### config.mk
export PLATFORM = sky130hd
export DESIGN_NAME = sparse_tensor_order_slice
export DESIGN_NICKNAME = d
export VERILOG_FILES = /design/src/rtl/core/stos_pkg.sv /design/src/rtl/core/stos_ctrl.sv /design/src/rtl/core/stos_dpath.sv /design/src/rtl/core/sparse_tensor_order_slice.sv
export SDC_FILE = /design/constraint.sdc
export NUM_CORES = 1
export LEC_CHECK = 0
export BUFFER_PORTS_ARGS = -buffer_cell sky130_fd_sc_hd__buf_4
export CORE_ASPECT_RATIO = 1.4
export CORE_MARGIN = 3
export CORE_UTILIZATION = 50
export CTS_CLUSTER_SIZE = 40
export DETAILED_ROUTE_END_ITERATION = 12
export HOLD_SLACK_MARGIN = 0.02
export PLACE_DENSITY = 0.81
export SLEW_MARGIN = 10
export SYNTH_ARGS = -nofsm -noshare
export SYNTH_HDL_FRONTEND = slang
export SYNTH_HIERARCHICAL = 1
export SYNTH_SLANG_ARGS = --single-unit
### constraint.sdc
create_clock -name clk -period 10.4 [get_ports clk]
set_input_delay 1.04 -clock clk [delete_from_list [all_inputs] [get_ports clk]]
set_output_delay 1.04 -clock clk [all_outputs]
set_load 0.02 [all_outputs]
### src/rtl/core/stos_pkg.sv
// ----------------------------------------------------------------------------
// stos_pkg
// Shared types and constants for the sparse tensor order-slice extractor.
// ----------------------------------------------------------------------------
package stos_pkg;

  // Field widths
  localparam int RUN_W   = 30;
  localparam int VALUE_W = 64;
  localparam int ROW_W   = 12;
  localparam int COL_W   = 12;
  localparam int ORD_W   = 6;
  localparam int DIM_W   = 13;   // num_rows / num_cols register width
  localparam int NORD_W  = 7;    // num_orders register width
  localparam int CFG_W   = 13;   // widest register
  localparam int CFG_IDX_W = 2;

  // Dimension caps
  localparam int MAX_COLS   = 4096;
  localparam int MAX_ORDERS = 64;
  localparam logic [DIM_W-1:0] COLS_CAP =
    DIM_W'((MAX_COLS > (2**DIM_W - 1)) ? (2**DIM_W - 1) : MAX_COLS);
  localparam logic [NORD_W-1:0] ORDS_CAP =
    NORD_W'((MAX_ORDERS > (2**NORD_W - 1)) ? (2**NORD_W - 1) : MAX_ORDERS);

  // Restoring divider: one quotient bit per cycle over the start index
  localparam int DIV_STEPS = RUN_W;
  localparam int CNT_W     = $clog2(DIV_STEPS);

  // Register indexes
  localparam logic [CFG_IDX_W-1:0] REG_NUM_ROWS       = 2'd0;
  localparam logic [CFG_IDX_W-1:0] REG_NUM_COLS       = 2'd1;
  localparam logic [CFG_IDX_W-1:0] REG_NUM_ORDERS     = 2'd2;
  localparam logic [CFG_IDX_W-1:0] REG_SELECTED_ORDER = 2'd3;

  // Controller to datapath
  typedef struct packed {
    logic start_div1;   // latch run start, divide by order count
    logic div_step;     // one divider iteration
    logic start_div2;   // keep order, divide quotient by column count
    logic advance;      // step position by one element and emit
    logic commit;       // take divided position and emit
  } stos_cmd_t;

  // Datapath to controller
  typedef struct packed {
    logic div_last;     // current step is the last of a pass
    logic out_busy;     // result register full and stalled
  } stos_sts_t;

endpackage

### src/rtl/core/stos_ctrl.sv
// ----------------------------------------------------------------------------
// stos_ctrl
// Sequencer: accepts transactions and steps the divider through both passes.
// ----------------------------------------------------------------------------
module stos_ctrl (
  input  logic                clk,
  input  logic                rst_n,
  input  logic                in_valid,
  input  logic                in_first_in_run,
  output logic                in_stall,
  output stos_pkg::stos_cmd_t cmd,
  input  stos_pkg::stos_sts_t sts
);
  import stos_pkg::*;

  typedef enum logic [4:0] {
    S_IDLE  = 5'b00001,
    S_DIV1  = 5'b00010,
    S_LOAD2 = 5'b00100,
    S_DIV2  = 5'b01000,
    S_EMIT  = 5'b10000
  } state_t;

  state_t state_r, state_nxt;
  logic   take;

  assign in_stall = (state_r != S_IDLE) || sts.out_busy;
  assign take     = in_valid && !in_stall;

  always_comb begin
    state_nxt = state_r;
    cmd       = '0;
    case (state_r)
      S_IDLE: begin
        if (take) begin
          if (in_first_in_run) begin
            cmd.start_div1 = 1'b1;
            state_nxt      = S_DIV1;
          end else begin
            cmd.advance = 1'b1;
          end
        end
      end
      S_DIV1: begin
        cmd.div_step = 1'b1;
        if (sts.div_last) state_nxt = S_LOAD2;
      end
      S_LOAD2: begin
        cmd.start_div2 = 1'b1;
        state_nxt      = S_DIV2;
      end
      S_DIV2: begin
        cmd.div_step = 1'b1;
        if (sts.div_last) state_nxt = S_EMIT;
      end
      S_EMIT: begin
        // hold until the result register can take the transaction
        if (!sts.out_busy) begin
          cmd.commit = 1'b1;
          state_nxt  = S_IDLE;
        end
      end
      default: state_nxt = S_IDLE;
    endcase
  end

  always_ff @(posedge clk) begin
    if (!rst_n) begin
      state_r <= S_IDLE;
    end else begin
      state_r <= state_nxt;
    end
  end

endmodule

### src/rtl/core/stos_dpath.sv
// ----------------------------------------------------------------------------
// stos_dpath
// Configuration, position counters, shared divider and result register.
// ----------------------------------------------------------------------------
module stos_dpath (
  input  logic                                 clk,
  input  logic                                 rst_n,
  input  logic                                 cfg_we,
  input  logic [stos_pkg::CFG_IDX_W-1:0]       cfg_index,
  input  logic [stos_pkg::CFG_W-1:0]           cfg_wdata,
  input  logic [stos_pkg::RUN_W-1:0]           in_run_start,
  input  logic [stos_pkg::VALUE_W-1:0]         in_value,
  input  stos_pkg::stos_cmd_t                  cmd,
  output stos_pkg::stos_sts_t                  sts,
  output logic                                 out_valid,
  input  logic                                 out_stall,
  output logic [stos_pkg::ROW_W-1:0]           out_row,
  output logic [stos_pkg::COL_W-1:0]           out_col,
  output logic [stos_pkg::VALUE_W-1:0]         out_value_res
);
  import stos_pkg::*;

  // configuration
  logic [DIM_W-1:0]  num_rows_r, num_cols_r;
  logic [NORD_W-1:0] num_orders_r;
  logic [ORD_W-1:0]  sel_r;
  logic [DIM_W-1:0]  eff_cols;
  logic [NORD_W-1:0] eff_ords;

  // position
  logic [ROW_W-1:0] row_pos_r;
  logic [COL_W-1:0] col_pos_r;
  logic [ORD_W-1:0] ord_pos_r;

  // divider
  logic [RUN_W-1:0] dvd_r;
  logic [DIM_W-1:0] rem_r, divisor_r;
  logic [CNT_W-1:0] cnt_r;
  logic [DIM_W:0]   trial;
  logic             qbit;
  logic [ORD_W-1:0] ord_hold_r;
  logic [VALUE_W-1:0] val_hold_r;

  // result register
  logic               out_valid_r;
  logic [ROW_W-1:0]   out_row_r;
  logic [COL_W-1:0]   out_col_r;
  logic [VALUE_W-1:0] out_value_r;

  // next position
  logic [ORD_W-1:0] ord_inc, new_ord;
  logic [COL_W-1:0] col_inc, new_col;
  logic [ROW_W-1:0] new_row;
  logic             ord_wrap, col_wrap, hit, load_out;

  always_comb begin
    eff_cols = num_cols_r;
    if (num_cols_r == '0) eff_cols = DIM_W'(1);
    else if (num_cols_r > COLS_CAP) eff_cols = COLS_CAP;
    eff_ords = num_orders_r;
    if (num_orders_r == '0) eff_ords = NORD_W'(1);
    else if (num_orders_r > ORDS_CAP) eff_ords = ORDS_CAP;
  end

  always_ff @(posedge clk) begin
    if (!rst_n) begin
      num_rows_r   <= DIM_W'(1);
      num_cols_r   <= DIM_W'(1);
      num_orders_r <= NORD_W'(1);
      sel_r        <= '0;
    end else if (cfg_we) begin
      case (cfg_index)
        REG_NUM_ROWS:       num_rows_r   <= cfg_wdata;
        REG_NUM_COLS:       num_cols_r   <= cfg_wdata;
        REG_NUM_ORDERS:     num_orders_r <= cfg_wdata[NORD_W-1:0];
        REG_SELECTED_ORDER: sel_r        <= cfg_wdata[ORD_W-1:0];
        default: ;
      endcase
    end
  end

  // restoring division step
  assign trial = {rem_r, dvd_r[RUN_W-1]};
  assign qbit  = trial >= {1'b0, divisor_r};
  assign sts.div_last = cnt_r == CNT_W'(DIV_STEPS - 1);

  always_ff @(posedge clk) begin
    if (!rst_n) begin
      cnt_r <= '0;
    end else if (cmd.start_div1 || cmd.start_div2) begin
      cnt_r <= '0;
    end else if (cmd.div_step) begin
      cnt_r <= cnt_r + CNT_W'(1);
    end
  end

  always_ff @(posedge clk) begin
    if (cmd.start_div1) begin
      dvd_r      <= in_run_start;
      rem_r      <= '0;
      divisor_r  <= DIM_W'(eff_ords);
      val_hold_r <= in_value;
    end else if (cmd.start_div2) begin
      // quotient of the first pass stays in dvd_r as the next dividend
      ord_hold_r <= rem_r[ORD_W-1:0];
      rem_r      <= '0;
      divisor_r  <= eff_cols;
    end else if (cmd.div_step) begin
      rem_r <= qbit ? DIM_W'(trial - {1'b0, divisor_r}) : trial[DIM_W-1:0];
      dvd_r <= {dvd_r[RUN_W-2:0], qbit};
    end
  end

  // position update
  always_comb begin
    ord_inc  = ord_pos_r + ORD_W'(1);
    col_inc  = col_pos_r + COL_W'(1);
    ord_wrap = {1'b0, ord_inc} >= eff_ords;
    col_wrap = {1'b0, col_inc} >= eff_cols;
    if (cmd.commit) begin
      new_row = dvd_r[ROW_W-1:0];
      new_col = rem_r[COL_W-1:0];
      new_ord = ord_hold_r;
    end else begin
      new_row = row_pos_r;
      new_col = col_pos_r;
      new_ord = ord_inc;
      if (ord_wrap) begin
        new_ord = '0;
        new_col = col_inc;
        if (col_wrap) begin
          new_col = '0;
          new_row = row_pos_r + ROW_W'(1);
        end
      end
    end
    hit = ({1'b0, sel_r} < eff_ords) && (new_ord == sel_r) &&
          ({1'b0, new_row} < num_rows_r);
  end

  assign load_out = cmd.advance || cmd.commit;

  always_ff @(posedge clk) begin
    if (!rst_n) begin
      row_pos_r <= '0;
      col_pos_r <= '0;
      ord_pos_r <= '0;
    end else if (load_out) begin
      row_pos_r <= new_row;
      col_pos_r <= new_col;
      ord_pos_r <= new_ord;
    end
  end

  // result register
  always_ff @(posedge clk) begin
    if (!rst_n) begin
      out_valid_r <= 1'b0;
    end else if (load_out) begin
      out_valid_r <= hit;
    end else if (out_valid_r && !out_stall) begin
      out_valid_r <= 1'b0;
    end
  end

  always_ff @(posedge clk) begin
    if (load_out) begin
      out_row_r   <= new_row;
      out_col_r   <= new_col;
      out_value_r <= cmd.commit ? val_hold_r : in_value;
    end
  end

  assign sts.out_busy  = out_valid_r && out_stall;
  assign out_valid     = out_valid_r;
  assign out_row       = out_row_r;
  assign out_col       = out_col_r;
  assign out_value_res = out_value_r;

endmodule

### src/rtl/core/sparse_tensor_order_slice.sv
// ----------------------------------------------------------------------------
// sparse_tensor_order_slice
// Extracts one order slice from a run-length stored [row][column][order] array.
// ----------------------------------------------------------------------------
// Stored values arrive one transaction at a time. A value that continues a
// run steps the (row, column, order) position by one element: a new
// transaction is accepted on every cycle while the result register is free
// or being emptied. A value that starts a run is split into row, column and
// order by a shared restoring divider, one quotient bit per cycle: a 30-step
// pass by the order count, a reload, a 30-step pass by the column count, then
// the result is written, and no new value is accepted until then (the write
// waits while the result side stalls). Only values whose order equals
// selected_order, with a row below num_rows, produce a result transaction
// carrying row, column and the untouched value; zero-filling of the dense
// slice is left to the consumer. A zero num_cols or num_orders acts as one.
// Write configuration only while the block is idle.
// ----------------------------------------------------------------------------
module sparse_tensor_order_slice (
  input  logic                           clk,
  input  logic                           rst_n,
  // configuration
  input  logic                           cfg_we,
  input  logic [stos_pkg::CFG_IDX_W-1:0] cfg_index,
  input  logic [stos_pkg::CFG_W-1:0]     cfg_wdata,
  // input channel
  input  logic                           in_valid,
  output logic                           in_stall,
  input  logic                           in_first_in_run,
  input  logic [stos_pkg::RUN_W-1:0]     in_run_start,
  input  logic [stos_pkg::VALUE_W-1:0]   in_value,
  // result channel
  output logic                           out_valid,
  input  logic                           out_stall,
  output logic [stos_pkg::ROW_W-1:0]     out_row,
  output logic [stos_pkg::COL_W-1:0]     out_col,
  output logic [stos_pkg::VALUE_W-1:0]   out_value_res
);
  import stos_pkg::*;

  stos_cmd_t cmd;
  stos_sts_t sts;

  // sequencer: accept, run the divider passes, commit
  stos_ctrl u_ctrl (
    .clk             (clk),
    .rst_n           (rst_n),
    .in_valid        (in_valid),
    .in_first_in_run (in_first_in_run),
    .in_stall        (in_stall),
    .cmd             (cmd),
    .sts             (sts)
  );

  // counters, divider and the result register that parts the two sides
  stos_dpath u_dpath (
    .clk           (clk),
    .rst_n         (rst_n),
    .cfg_we        (cfg_we),
    .cfg_index     (cfg_index),
    .cfg_wdata     (cfg_wdata),
    .in_run_start  (in_run_start),
    .in_value      (in_value),
    .cmd           (cmd),
    .sts           (sts),
    .out_valid     (out_valid),
    .out_stall     (out_stall),
    .out_row       (out_row),
    .out_col       (out_col),
    .out_value_res (out_value_res)
  );

endmodule

==> run metrics <==
status finished, final reports clean; antenna-violating nets left 0; fillers around 2200; Worst EP required approximately 11 ns; maximum clock frequency approximately 180 MHz; Worst Reg-to-Reg Cells 20; DRT iter0 DRCs between 700 and 800; largest stage delay on the critical path around 0.64 ns; worst slew pin tran around 1.1 ns; Core Region between 0.02 and 0.03 mm²; fin crit period about 5.5 ns; Clock power frac 0.329; Boundary Pins 205; Setup crit end u_dpath/out_valid; slowest cell on the critical path a211o_1; critical path cell sequence nand3_2 > or3_1 > nor2_4 > nand3_2 > xnor2_2 > ha_1 > nand3_1 > nor3_1 > a211o_1 > nand2_1 > nor4_1 > o31a_1 > ha_1 > a21oi_1 > o21ai_0 > nand2_1 > nand4_1 > a221oi_1 > and4_1 > a2bb2oi_1; total wire length 36600 µm; Post-CTS Setup Repair Bufs 0; mapped cell area 0.0143 mm²; CP Capture Type flop; Final nets roughly 1600; most frequent cells in the layout buf_4 (217), edfxtp_1 (195), nand2_1 (126); pwr dens between 150 and 200 mW/mm²; Reg power frac 0.431; Distinct cells, synth between 80 and 90; Hold WS 0.455 ns; Area Growth Syn to Fin 19.5%; final period utilization 0.531; clock slew at reported path FFs ~0.070 ns; Setup CP Type flop to flop; worst-path fanout max 19; flop-to-flop setup slack 4.88 ns; Num CTS Buffers 28; number of max-cap violations 0; n_diodes 0; detailed placer's ending HPWL approximately 26000 µm; Setup TNS Final 0 ns; Switching Fraction 0.301; IO buf count 204; PnR worst setup slack just under 5 ns; site row count between 70 and 80; Post-synth EDFFs just under 200; GR Util All Layers 0.230; ys async rst share 0; Final Power about 3.4 mW; FF-to-FF Start u_dpath/col_pos_r[2]; Critical Path Source Type flop; initial antenna violation count 0; hold path cells 2; critical path arrival roughly 6.0 ns; most common cell after layout, fill and taps aside buf_4; first-pass GRT wire length 56600 µm; delay-heaviest family, CP simple AND/OR/NAND/NOR gates; ys flop type edfxtp_1; Final Skew 0.0232 ns; FF-to-FF End u_dpath/out_valid; post-synthesis cell count roughly 1200; Peak VDD IR 136 µV; Clk Tree Root Cell clkbuf_16; worst slack at placement roughly 4.9 ns; via count 10700; CTS-repair resized insts 0; GPL Wtd Cong 0.916; largest net degree at the start of global routing between 70 and 80; worst min path class flop to flop; Relative slew margins 0.298; Post-Syn Nets around 1400; CTS Hold Bufs 0; final setup fails 0; Max Root-Sink Buffers 3; flops & latches, synth between 200 and 300; CTS tree done; share of layout cells above drive strength 1 0.274; starting density of the core 0.512; DIE AREA between 0.03 and 0.04 mm²; Combinational Power Share 0.240; sw power about 1.0 mW; Die Ht 206 µm; Ys Warns 6; P_int about 2.4 mW; die span in x about 150 µm; RSZ-0062 raised after global routing false; DRC Markers 0; Worst-Skew Late Latency approximately 0.56 ns; final hold vios 0; CTS Sinks around 290; H-tree levels 1; Crit. path cell count 20; synthesized area per cell approximately 12 µm²; DRT Pass-1 Iters 5; sequential area share after synthesis 0.548; Final Util 0.612; GR Overflow Total 0; Leakage roughly 6.5 nW; vias per cell a little under 6; buffer and inverter count on the worst path 0; vias in the first global route about 11000; DR WL/cell between 20 and 25 µm; Slew Limit Fails 0; Critical Path Source u_dpath/col_pos_r[2]
==> state kept, by name, summed over array words and instances, names as in the netlist <==
register               cells
u_dpath/out_value_res     64
u_dpath/val_hold_r        64
u_dpath/dvd_r             30
u_dpath/divisor_r         13
u_dpath/num_cols_r        13
u_dpath/num_rows_r        13
u_dpath/rem_r             13
u_dpath/col_pos_r         12
u_dpath/out_col           12
u_dpath/out_row           12
u_dpath/row_pos_r         12
u_dpath/num_orders_r       7
u_dpath/ord_hold_r         6
u_dpath/ord_pos_r          6
u_dpath/sel_r              6
u_ctrl/state_r             5
u_dpath/cnt_r              5
u_dpath/out_valid          1
==> per-layer routing <==
metal	up-vias	GRT usage	wire [µm]	share of wire
met4	0	0.0877	1240	0.034
met5	-	0	0	0
met2	430	0.406	18300	0.50
met1	5199	0.281	14400	0.39
met3	82	0.0388	2580	0.070
li1	4952	-	-	-
==> power by group through the flow <==
stage               sequential [mW]  combinational, mW  clock (mW)
global route                   1.48              0.895        1.19
global placement               1.49              0.796           0
CTS                            1.47              0.818        1.14
floorplan                      1.51              0.564           0
detailed placement             1.49              0.811           0
finish                         1.47              0.820        1.12
==> area by class of cell <==
| type | count | area [µm²] | share of cell area |
|---|---|---|---|
| Inverter | 47 | 179 | 0.0105 |
| Sequential cell | 294 | 7840 | 0.459 |
| Timing Repair Buffer | 217 | 1630 | 0.0953 |
| Clock buffer | 30 | 718 | 0.0420 |
| Clock inverter | 22 | 317 | 0.0185 |
| Multi-Input combinational cell | 832 | 5940 | 0.348 |
| Tap cell | 370 | 463 | 0.0271 |
==> synth_stat cells, drive strengths merged, types with 5 or more instances <==
cell | count | area [µm²]
mux2i | 38 | 380
a21oi | 99 | 495
a211oi | 10 | 92.6
or2 | 5 | 31.3
nor2 | 68 | 265
inv | 47 | 176
a31oi | 12 | 75.1
xor2 | 18 | 158
xnor2 | 20 | 183
and3 | 7 | 45.1
a211o | 6 | 52.6
nand3 | 21 | 120
ha | 52 | 651
nand3b | 5 | 37.5
a311oi | 5 | 43.8
and2 | 5 | 31.3
nor3 | 23 | 115
clkbuf | 40 | 151
a21boi | 7 | 52.6
or3 | 7 | 45.1
dfxtp | 99 | 1980
buf | 24 | 179
nor2b | 17 | 106
o21ai | 50 | 250
nand2 | 126 | 473
a21o | 9 | 67.6
nor4 | 11 | 90.1
o31ai | 6 | 50.1
nand2b | 16 | 100
nor3b | 8 | 65.1
nand4 | 21 | 144
mux2 | 93 | 1050
and4 | 5 | 43.8
edfxtp | 195 | 5860
a2111oi | 8 | 88.8
==> worst register-to-register path, cell delays in order (launching register included) <==
cell and delay [ns]:
dfxtp_1 0.45, nand3_2 0.18, or3_1 0.51, nor2_4 0.19, nand3_2 0.11, xnor2_2 0.17
ha_1 0.31, nand3_1 0.13, nor3_1 0.46, a211o_1 0.64, nand2_1 0.45, nor4_1 0.37
o31a_1 0.20, ha_1 0.26, a21oi_1 0.14, o21ai_0 0.12, nand2_1 0.10, nand4_1 0.07
a221oi_1 0.21, and4_1 0.23, a2bb2oi_1 0.14
==> per-stage QoR <==
step,std cells,instance area [µm²]
detailed placement,1760,16100
finish,1812,17100
global route,1812,17100
CTS,1812,17100
floorplan,1238,14300
global placement,1760,16100
==> cell families after synthesis <==
family / synth area share
compound gates: 0.114
xor+xnor: 0.0238
fa+ha+maj: 0.0469
buf+inv: 0.0377
flops: 0.548
mux: 0.0998
simple gates: 0.130
==> how the worst min path moves through the flow <==
stage | start | end | slack (ns)
final | u_dpath/num_rows_r[5] | u_dpath/num_rows_r[5] | 0.45
after global routing | u_dpath/num_rows_r[4] | u_dpath/num_rows_r[4] | 0.49
after CTS | u_dpath/num_rows_r[5] | u_dpath/num_rows_r[5] | 0.46
after detailed placement | u_dpath/num_rows_r[5] | u_dpath/num_rows_r[5] | 0.45
after global placement | u_dpath/num_rows_r[5] | u_dpath/num_rows_r[5] | 0.45
after floorplan | u_dpath/num_rows_r[10] | u_dpath/num_rows_r[10] | 0.44
Note: power is estimated with default switching activity, not from simulation.
